`src/sv/tgc_pkg.sv`:
```
// ----------------------------------------------------------------------------
// tgc_pkg
// Types and constants shared by the touch gesture classifier modules.
// ----------------------------------------------------------------------------
`default_nettype none

package tgc_pkg;

	localparam int COORD_BITS    = 10;
	localparam int TIME_BITS     = 32;
	localparam int LIMIT_BITS    = 16;
	localparam int DIST_BITS     = 10;
	localparam int CFG_IDX_BITS  = 2;
	localparam int CFG_DATA_BITS = 16;

	localparam logic [LIMIT_BITS-1:0] SWIPE_TIME_RST = LIMIT_BITS'(500);
	localparam logic [DIST_BITS-1:0]  SWIPE_DIST_RST = DIST_BITS'(50);
	localparam logic [DIST_BITS-1:0]  TAP_DIST_RST   = DIST_BITS'(10);
	localparam logic [LIMIT_BITS-1:0] TAP_TIME_RST   = LIMIT_BITS'(200);

	typedef enum logic [2:0] {
		G_NONE  = 3'd0,
		G_UP    = 3'd1,
		G_DOWN  = 3'd2,
		G_LEFT  = 3'd3,
		G_RIGHT = 3'd4,
		G_TAP   = 3'd5
	} gesture_t;

	typedef enum logic [CFG_IDX_BITS-1:0] {
		CFG_SWIPE_TIME = 2'd0,
		CFG_SWIPE_DIST = 2'd1,
		CFG_TAP_DIST   = 2'd2,
		CFG_TAP_TIME   = 2'd3
	} cfg_idx_t;

	typedef struct packed {
		logic                  touched;
		logic [COORD_BITS-1:0] pos_x;
		logic [COORD_BITS-1:0] pos_y;
		logic [TIME_BITS-1:0]  now_ms;
	} in_item_t;

	typedef struct packed {
		gesture_t              gesture;
		logic [COORD_BITS-1:0] origin_x;
		logic [COORD_BITS-1:0] origin_y;
	} out_item_t;

	typedef struct packed {
		logic [LIMIT_BITS-1:0] swipe_time_limit_ms;
		logic [DIST_BITS-1:0]  swipe_min_distance;
		logic [DIST_BITS-1:0]  tap_max_distance;
		logic [LIMIT_BITS-1:0] tap_time_limit_ms;
	} cfg_t;

	typedef struct packed {
		logic                  held;
		logic [COORD_BITS-1:0] first_x;
		logic [COORD_BITS-1:0] first_y;
		logic [COORD_BITS-1:0] latest_x;
		logic [COORD_BITS-1:0] latest_y;
		logic [TIME_BITS-1:0]  press_time;
	} track_t;

endpackage

`default_nettype wire

```
`src/sv/tgc_track.sv`:
```
// ----------------------------------------------------------------------------
// tgc_track
// Press tracker: start point, start time and latest point of the held touch.
// ----------------------------------------------------------------------------
`default_nettype none

module tgc_track (
	input  wire logic              clk,
	input  wire logic              arst_n,
	input  wire logic              step,
	input  wire tgc_pkg::in_item_t item,
	output tgc_pkg::track_t        track
);

	tgc_pkg::track_t track_q;

	always_ff @(posedge clk or negedge arst_n) begin
		if (!arst_n) begin
			track_q <= '0;
		end else if (step) begin
			if (item.touched) begin
				if (!track_q.held) begin
					track_q.first_x    <= item.pos_x;
					track_q.first_y    <= item.pos_y;
					track_q.press_time <= item.now_ms;
					track_q.held       <= 1'b1;
				end
				track_q.latest_x <= item.pos_x;
				track_q.latest_y <= item.pos_y;
			end else begin
				// release clears everything, press or not
				track_q <= '0;
			end
		end
	end

	assign track = track_q;

endmodule

`default_nettype wire

```
`src/sv/tgc_classify.sv`:
```
// ----------------------------------------------------------------------------
// tgc_classify
// Release classification: swipe direction, tap or none, with origin point.
// ----------------------------------------------------------------------------
`default_nettype none

module tgc_classify (
	input  wire tgc_pkg::in_item_t item,
	input  wire tgc_pkg::track_t   track,
	input  wire tgc_pkg::cfg_t     cfg,
	output tgc_pkg::out_item_t     result
);

	logic [tgc_pkg::COORD_BITS-1:0] ax;
	logic [tgc_pkg::COORD_BITS-1:0] ay;
	logic [tgc_pkg::TIME_BITS-1:0]  dur;
	logic                           swipe_ok;
	logic                           tap_time_ok;
	logic                           swipe_dist_x;
	logic                           swipe_dist_y;
	logic                           tap_near;
	tgc_pkg::gesture_t              g;

	assign ax = (track.latest_x >= track.first_x) ? track.latest_x - track.first_x
	                                              : track.first_x - track.latest_x;
	assign ay = (track.latest_y >= track.first_y) ? track.latest_y - track.first_y
	                                              : track.first_y - track.latest_y;

	// modular duration since press
	assign dur = item.now_ms - track.press_time;

	assign swipe_ok    = dur < tgc_pkg::TIME_BITS'(cfg.swipe_time_limit_ms);
	assign tap_time_ok = dur < tgc_pkg::TIME_BITS'(cfg.tap_time_limit_ms);

	// compare with both operands zero-extended to 32 bits
	assign swipe_dist_x = 32'(ax) > 32'(cfg.swipe_min_distance);
	assign swipe_dist_y = 32'(ay) > 32'(cfg.swipe_min_distance);
	assign tap_near     = (32'(ax) < 32'(cfg.tap_max_distance)) &&
	                      (32'(ay) < 32'(cfg.tap_max_distance));

	always_comb begin
		g = tgc_pkg::G_NONE;
		if (!item.touched && track.held && swipe_ok) begin
			if (ay > ax && swipe_dist_y) begin
				g = (track.latest_y > track.first_y) ? tgc_pkg::G_DOWN : tgc_pkg::G_UP;
			end else if (ax > ay && swipe_dist_x) begin
				g = (track.latest_x > track.first_x) ? tgc_pkg::G_RIGHT : tgc_pkg::G_LEFT;
			end else if (tap_near && tap_time_ok) begin
				g = tgc_pkg::G_TAP;
			end
		end
	end

	always_comb begin
		result.gesture  = g;
		result.origin_x = (g != tgc_pkg::G_NONE) ? track.first_x : '0;
		result.origin_y = (g != tgc_pkg::G_NONE) ? track.first_y : '0;
	end

endmodule

`default_nettype wire

```
`src/sv/touch_gesture_classifier_unit.sv`:
```
// ----------------------------------------------------------------------------
// touch_gesture_classifier_unit
// Classifies touch-panel samples into swipes and taps, one result per item.
// ----------------------------------------------------------------------------
// Usage:
//   Input channel (in_valid / in_stall / in_data) takes one panel sample per
//   item: touched flag, coordinates and a millisecond timestamp. Every
//   accepted item yields exactly one result item on the output channel
//   (out_valid / out_stall / out_data): a gesture code plus the origin point
//   of the released press (zero when no gesture).
//   An accepted item is loaded into the input register, then moves on to the
//   result register once that register is empty or its item is taken.
//   Throughput: one item per cycle unless out_stall holds a waiting result;
//   the path between the two registers is the 32-bit duration subtract and
//   compare plus the delta compares. Stall: while out_stall holds a waiting
//   result, the input register still takes an item if it is empty; in_stall
//   rises only when both the input register and the result register are full.
//   Reset (arst_n low): no item in flight, no press held, the four limit
//   registers return to 500 ms, 50, 10 and 200 ms.
//   Configuration: cfg_wr_en writes cfg_data into register cfg_index. The user
//   must write only while the block is idle; the block itself leaves this unenforced.
// ----------------------------------------------------------------------------
`default_nettype none

module touch_gesture_classifier_unit (
	input  wire logic                                clk,
	input  wire logic                                arst_n,
	input  wire logic                                cfg_wr_en,
	input  wire logic [tgc_pkg::CFG_IDX_BITS-1:0]    cfg_index,
	input  wire logic [tgc_pkg::CFG_DATA_BITS-1:0]   cfg_data,
	input  wire logic                                in_valid,
	output logic                                     in_stall,
	input  wire tgc_pkg::in_item_t                   in_data,
	output logic                                     out_valid,
	input  wire logic                                out_stall,
	output tgc_pkg::out_item_t                       out_data
);

	tgc_pkg::cfg_t      cfg_q;
	logic               vld_s1;
	tgc_pkg::in_item_t  item_s1;
	logic               out_vld_q;
	tgc_pkg::out_item_t out_q;
	logic               adv;
	logic               fire_s1;
	tgc_pkg::track_t    track;
	tgc_pkg::out_item_t result;

	// Limit registers: write only, unknown index is dropped.
	always_ff @(posedge clk or negedge arst_n) begin
		if (!arst_n) begin
			cfg_q.swipe_time_limit_ms <= tgc_pkg::SWIPE_TIME_RST;
			cfg_q.swipe_min_distance  <= tgc_pkg::SWIPE_DIST_RST;
			cfg_q.tap_max_distance    <= tgc_pkg::TAP_DIST_RST;
			cfg_q.tap_time_limit_ms   <= tgc_pkg::TAP_TIME_RST;
		end else if (cfg_wr_en) begin
			case (cfg_index)
				tgc_pkg::CFG_SWIPE_TIME: begin
					cfg_q.swipe_time_limit_ms <= cfg_data[tgc_pkg::LIMIT_BITS-1:0];
				end
				tgc_pkg::CFG_SWIPE_DIST: begin
					cfg_q.swipe_min_distance <= cfg_data[tgc_pkg::DIST_BITS-1:0];
				end
				tgc_pkg::CFG_TAP_DIST: begin
					cfg_q.tap_max_distance <= cfg_data[tgc_pkg::DIST_BITS-1:0];
				end
				tgc_pkg::CFG_TAP_TIME: begin
					cfg_q.tap_time_limit_ms <= cfg_data[tgc_pkg::LIMIT_BITS-1:0];
				end
				default: begin
				end
			endcase
		end
	end

	// Result register moves when empty or when its item is taken.
	assign adv      = !out_vld_q || !out_stall;
	assign fire_s1  = vld_s1 && adv;
	assign in_stall = vld_s1 && !adv;

	// Input register: hold while the result side is blocked.
	always_ff @(posedge clk or negedge arst_n) begin
		if (!arst_n) begin
			vld_s1 <= 1'b0;
		end else if (!in_stall) begin
			vld_s1 <= in_valid;
		end
	end

	always_ff @(posedge clk) begin
		if (!in_stall && in_valid) begin
			item_s1 <= in_data;
		end
	end

	// Press state advances once per item, in order, as it leaves stage one.
	tgc_track u_track (
		.clk    (clk),
		.arst_n (arst_n),
		.step   (fire_s1),
		.item   (item_s1),
		.track  (track)
	);

	tgc_classify u_classify (
		.item   (item_s1),
		.track  (track),
		.cfg    (cfg_q),
		.result (result)
	);

	// Result register: hold a stalled item, load the next one otherwise.
	always_ff @(posedge clk or negedge arst_n) begin
		if (!arst_n) begin
			out_vld_q <= 1'b0;
		end else if (adv) begin
			out_vld_q <= vld_s1;
		end
	end

	always_ff @(posedge clk) begin
		if (fire_s1) begin
			out_q <= result;
		end
	end

	assign out_valid = out_vld_q;
	assign out_data  = out_q;

endmodule

`default_nettype wire

```
`config.mk`:
```
export PLATFORM = sky130hd
export DESIGN_NAME = touch_gesture_classifier_unit
export DESIGN_NICKNAME = d
export VERILOG_FILES = /design/src/sv/tgc_pkg.sv /design/src/sv/tgc_track.sv /design/src/sv/tgc_classify.sv /design/src/sv/touch_gesture_classifier_unit.sv
export SDC_FILE = /design/constraint.sdc
export NUM_CORES = 1
export LEC_CHECK = 0
export ABC_AREA = 0
export BUFFER_PORTS_ARGS = -buffer_cell sky130_fd_sc_hd__clkbuf_2
export CORE_UTILIZATION = 50
export CTS_CLUSTER_DIAMETER = 40
export DETAILED_ROUTE_END_ITERATION = 16
export PLACE_DENSITY = 0.66
export SYNTH_ARGS = -nofsm -noshare
export SYNTH_HDL_FRONTEND = slang
export SYNTH_SLANG_ARGS = --single-unit
```
`constraint.sdc`:
```
create_clock -name clk -period 11 [get_ports clk]
set_input_delay 2.75 -clock clk [delete_from_list [all_inputs] [get_ports clk]]
set_output_delay 2.75 -clock clk [all_outputs]
set_load 0.005 [all_outputs]
```
=== Word level (Yosys, flattened, before mapping) ===
Index checks and enable logic that the tools add are counted.
W data, S select, Z words.

* Output and inout port bits: 25
* Register bits: 203
* Word-level logic and storage cells: 73
* Input bits: 76

* Reductions and logical operators: 22
* Order comparisons: 12
* Mux-type cells: 11
* $add $sub $neg: 5
* Eq/ne operators: 4

{| class="wikitable"
|+ Operators with widths
! kind !! count
|-
| $mux W73 || 1
|-
| $lt A32 B16 Y1 || 2
|-
| $gt A10 B10 Y1 || 6
|-
| $sub A10 B10 Y10 || 4
|-
| $mux W32 || 1
|-
| $sub A32 B32 Y32 || 1
|-
| $ge A10 B10 Y1 || 2
|-
| $lt A10 B10 Y1 || 2
|-
| $mux W10 || 2
|-
| $mux W20 || 1
|-
| $mux W3 || 5
|-
| $reduce_and A2 Y1 || 5
|-
| $logic_and A1 B1 Y1 || 9
|-
| $logic_not A1 Y1 || 5
|-
| $eq A2 B2 Y1 const B || 2
|-
| $reduce_bool A3 Y1 || 1
|-
| $eq A2 B1 Y1 const B || 1
|-
| $logic_not A2 Y1 || 1
|-
| $mux W2 || 1
|-
| $ne A2 B2 Y1 const B || 1
|-
| $logic_or A1 B1 Y1 || 1
|}

=== Logic depth before layout (Yosys ltp) ===
* Depth after elaboration: 10
* Gate-level depth with buffers: 25
* Gate-level depth less buffers: 24

=== Modules after synthesis ===
From an unflattened synthesis, not the netlist that was laid out.

* Cell total of the unflattened synthesis: 1406
* Area total of the unflattened synthesis: 14019.7 um2

{| class="wikitable"
|+ By module, submodules not included
! module !! seq. area each (um2) !! cells an instance !! instances !! area an instance (um2)
|-
| tgc_classify || 0.0 || 880 || 1 || 6080.8
|-
| touch_gesture_classifier_unit || 3651.0 || 196 || 1 || 4352.9
|-
| tgc_track || 1826.8 || 330 || 1 || 3585.9
|}

=== Least setup slack after synthesis ===
Ideal clock, no wire load.

* Path kind: input -> output
* Start point: in out_stall
* End point: out in_stall
* Arrival time: 2.895 ns
* Stages on the path: 2
* Buffers on the path: 0
* Data required time: 8.250 ns
* Slack: 5.355 ns
* Path through: nand3_1 inv_1

* Longest elaborated chain between the ends: 4

{| class="wikitable"
|+ RTL lines
! what !! line !! RTL
|-
| start, declared || touch_gesture_classifier_unit.sv:35 || <nowiki>input wire logic out_stall,</nowiki>
|-
| $logic_not A1 Y1 || touch_gesture_classifier_unit.sv:77 || <nowiki>assign adv = !out_vld_q || !out_stall;</nowiki>
|-
| $logic_or A1 B1 Y1 || touch_gesture_classifier_unit.sv:77 ||
|-
| $logic_not A1 Y1 || touch_gesture_classifier_unit.sv:79 || <nowiki>assign in_stall = vld_s1 && !adv;</nowiki>
|-
| $logic_and A1 B1 Y1 || touch_gesture_classifier_unit.sv:79 ||
|-
| end, declared || touch_gesture_classifier_unit.sv:32 || <nowiki>output logic in_stall,</nowiki>
|}

Every way passes these cells.

==> metrics.md <==
| Metric | Value |
|---|---|
| Initial drt markers | 476 |
| Post-CTS sizing | 0 |
| Port bufs | 100 |
| Antenna fix cells | 0 |
| CP max FO | 21 |
| Final Max Slew Viols | 0 |
| Synth unique cells | 85 |
| Syn Nets | 1461 |
| Worst Max-Slew Pin Slew | 1.05 ns |
| CTS sink cnt | 203 |
| Post-Syn Area | 12600 um^2 |
| Skew final | 0.0191 ns |
| Leading area contributor after synthesis | dfrtp_1 |
| Post-synth ARST share | 62.6% |
| Layout cells sized above 1 | 19.3% |
| GP Congestion | 0.927 |
| CP Depth | 22 |
| Period utilization | 59.8% |
| Register area share after synthesis | 43.3% |
| Grt ovf | 0 |
| Initial DRT Pass Iterations | 5 |
| Final Util | 59.6% |
| Slowest-stage cell, CP | nor2_1 |
| Synth top area share | 22.4% |
| Vias | 9399 |
| # DRC | 0 |
| Post-Route WL | 29.1 mm |
| Htree depth | 2 |
| Kind of critical path | flip-flop to flip-flop |
| Max VDD drop | 0.148 mV |
| Post-synthesis mux area share | 4.60% |
| Worst setup SP type | flip-flop |
| Crit. Startpoint | u_track.track[42] |
| Starting density of the core | 51.5% |
| Synth-to-Final Area Change | 15.6% |
| Cell count after synthesis | 1233 |
| First-pass GRT wire length | 47.8 mm |
| Yosys warnings | 0 |
| Setup WS pre-CTS | 4.56 ns |
| CTS Buf Count | 35 |
| Clock root buffer | clkbuf_16 |
| Crit path cell chain | inv_1 -> ha_1 -> inv_1 -> fa_1 -> a21oi_1 -> o21ai_0 -> a2111o_1 -> a31o_2 -> o21a_1 -> nor2_1 -> mux2i_1 -> o221ai_1 -> a221oi_1 -> xnor2_1 -> ha_1 -> a2111oi_0 -> nand3_1 -> a31oi_1 -> and3_1 -> or3b_2 -> nand4b_4 -> a221oi_2 |
| Final setup vio count | 0 |
| Hold crit path type | flip-flop to flip-flop |
| Compound-cell area share of the yosys netlist | 17.3% |
| Main combinational cell family by area after synthesis | compound AO/OA/AOI/OAI gates |
| CP max stage delay | 0.79 ns |
| # hold bufs at CTS | 0 |
| Setup WS post-layout | 4.42 ns |
| Number of synthesized flops with an enable pin | 76 |
| Fmax | 152 MHz |
| Synth Area in XOR/XNOR | 2.70% |
| Nets | 1571 |
| Die Ht | 161 um |
| R2R depth | 22 |
| Unrepaired setup endpoints after global routing | false |
| I/O Pins | 101 |
| Fillcell total | 2083 |
| Hold Fails Final Rpt | 0 |
| Crit. End Element | flip-flop |
| Total GRT Usage | 22.9% |
| Critical Path End | out_data[20] |
| Clk pin slew, worst setup/hold paths | 0.05 ns |
| Crit path max-delay family | compound AO/OA/AOI/OAI gates |
| R2R Setup Slk | 4.42 ns |
| Drt via density | 5.55 |
| Routed Antenna Nets | 0 |
| Max_cap viols | 0 |
| Reg2reg end | out_data[20] |
| CTS tree | done |
| Post-CTS Setup Inserts | 0 |
| Full die area | 25900 um^2 |
| Synthesized area per cell | 10.3 um^2 |
| Critical Path AT | 6.88 ns |
| Dpl hpwl | 21.4 mm |
| Run status | complete, no violations |
| Seq cells post-synth | 203 |
| Slew margin rel. | 29.5% |
| Vias in the first global route | 9587 |
| Clock latency on the worst-skew pair | 0.51 ns |
| Setup_tns | 0 ns |
| Final hold slack | 0.493 ns |
| Synth Area in Adders | 15.3% |
| Chip Width | 161 um |
| Rows | 57 |
| Final min period | 6.58 ns |
| Initial antenna violation count | 0 |
| Core area | 24500 um^2 |
| Required @ worst endpoint | 11.30 ns |
| CTS Buffer Depth | 3 |
| Wirelength per Cell | 17.1 um |
| Synth top area cells | dfrtp_1 22%, edfxtp_1 18%, ha_1 15%, inv_1 4.4%, mux2_2 3.7% |
| Launch point of the worst reg-to-reg path | u_track.track[42] |
| Power density over the cells | 240 nW/um^2 |
| Largest net degree at the start of global routing | 62 |
| Synth Area in Simple Gates | 11.0% |
| CP bufs+invs | 2 |
| Leak | 6.60 nW |
| Top_reg_cell synth | dfrtp_1 |
==> flip-flops by register name, summed over array words and instances (netlist names) <==
register / flops
cfg_q: 52
out_valid: 1
u_track.track: 73
item_s1: 53
out_data: 23
vld_s1: 1
==> synth_stat cells (all sizes together), types with 4 or more instances <==
cell	count
nand3	22
o21bai	10
fa	5
o21a	12
o211ai	11
edfxtp	76
nand2	100
and3	4
mux2i	12
nor3	15
nand4	20
nor2	65
dfrtp	113
clkbuf	26
a211oi	9
nand3b	5
inv	149
mux2	41
buf	10
a21oi	84
xnor2	22
a31oi	6
nand2b	8
a21o	21
xor2	17
ha	147
nor2b	16
o21ai	87
a22o	41
nor4	5
dfstp	14
==> tightest hold or removal path: stages (launching register included) <==
cell and delay [ns]:
dfrtp_1 0.35, nand2_1 0.05, o21ai_0 0.06
==> cell families after synthesis <==
logic type / Yosys count
buffers and inverters: 186
muxes: 53
xor gates and xnor gates: 39
DFF: 203
AOI/OAI and AO/OA: 324
and+or+nand+nor: 276
adders and majority gates: 152
==> final cells by class <==
cell class / count / area (um^2) / share of cell area [%]
clock buffer: 43 / 948 / 6.49
timing repair buffer: 109 / 571 / 3.91
multi-input combinational: 844 / 6450 / 44.2
tap: 324 / 405 / 2.77
sequential: 203 / 5480 / 37.5
inverter: 150 / 563 / 3.85
clock inverter: 21 / 191 / 1.31
==> routing by layer <==
layer / global-route usage [%] / up-vias / wire length (um)
li1: - / 4635 / -
met1: 28.0 / 4467 / 12800
met2: 40.6 / 223 / 14000
met3: 3.60 / 74 / 1180
met4: 8.66 / 0 / 1030
met5: 0.758 / - / 0
==> worst min path at each step <==
stage	startpoint	to	slack, ns	depth (start not counted)
6_report	u_track.track[41]	u_track.track[41]	0.49	2
5_1_grt	cfg_q[22]	cfg_q[22]	0.51	1
4_1_cts	u_track.track[41]	u_track.track[41]	0.49	2
3_5_place_dp	u_track.track[41]	u_track.track[41]	0.48	2
3_3_place_gp	vld_s1	out_valid	0.47	1
2_1_floorplan	u_track.track[41]	u_track.track[41]	0.46	2
==> stage by stage <==
| stage | area, um^2 | std cells | power (mW) |
|---|---|---|---|
| 2_1_floorplan | 12600 | 1233 | 2.08 |
| 3_3_place_gp | 13500 | 1630 | 2.42 |
| 3_5_place_dp | 13500 | 1630 | 2.46 |
| 4_1_cts | 14600 | 1694 | 3.52 |
| 5_1_grt | 14600 | 1694 | 3.77 |
| 6_report | 14600 | 1694 | 3.51 |
==> power breakdown <==
| group | internal (mW) | total [mW] | switching, mW |
|---|---|---|---|
| clock network | 0.651 | 1.04 | 0.394 |
| logic | 0.632 | 1.51 | 0.881 |
| registers | 0.892 | 0.948 | 0.0552 |
==> placed cells by master (no fill, tap or decap), drive strengths merged, types with 14 or more instances in the layout <==
cell type	count
nor2	65
xnor2	22
dfrtp	113
dfstp	14
a21oi	84
mux2	41
nor3	15
a21o	21
nor2b	16
a22o	41
edfxtp	76
nand4	20
o21ai	87
inv	157
nand2	100
nand3	22
ha	147
xor2	17
clkbuf	142
Note: power is estimated with default switching activity, not from simulation.
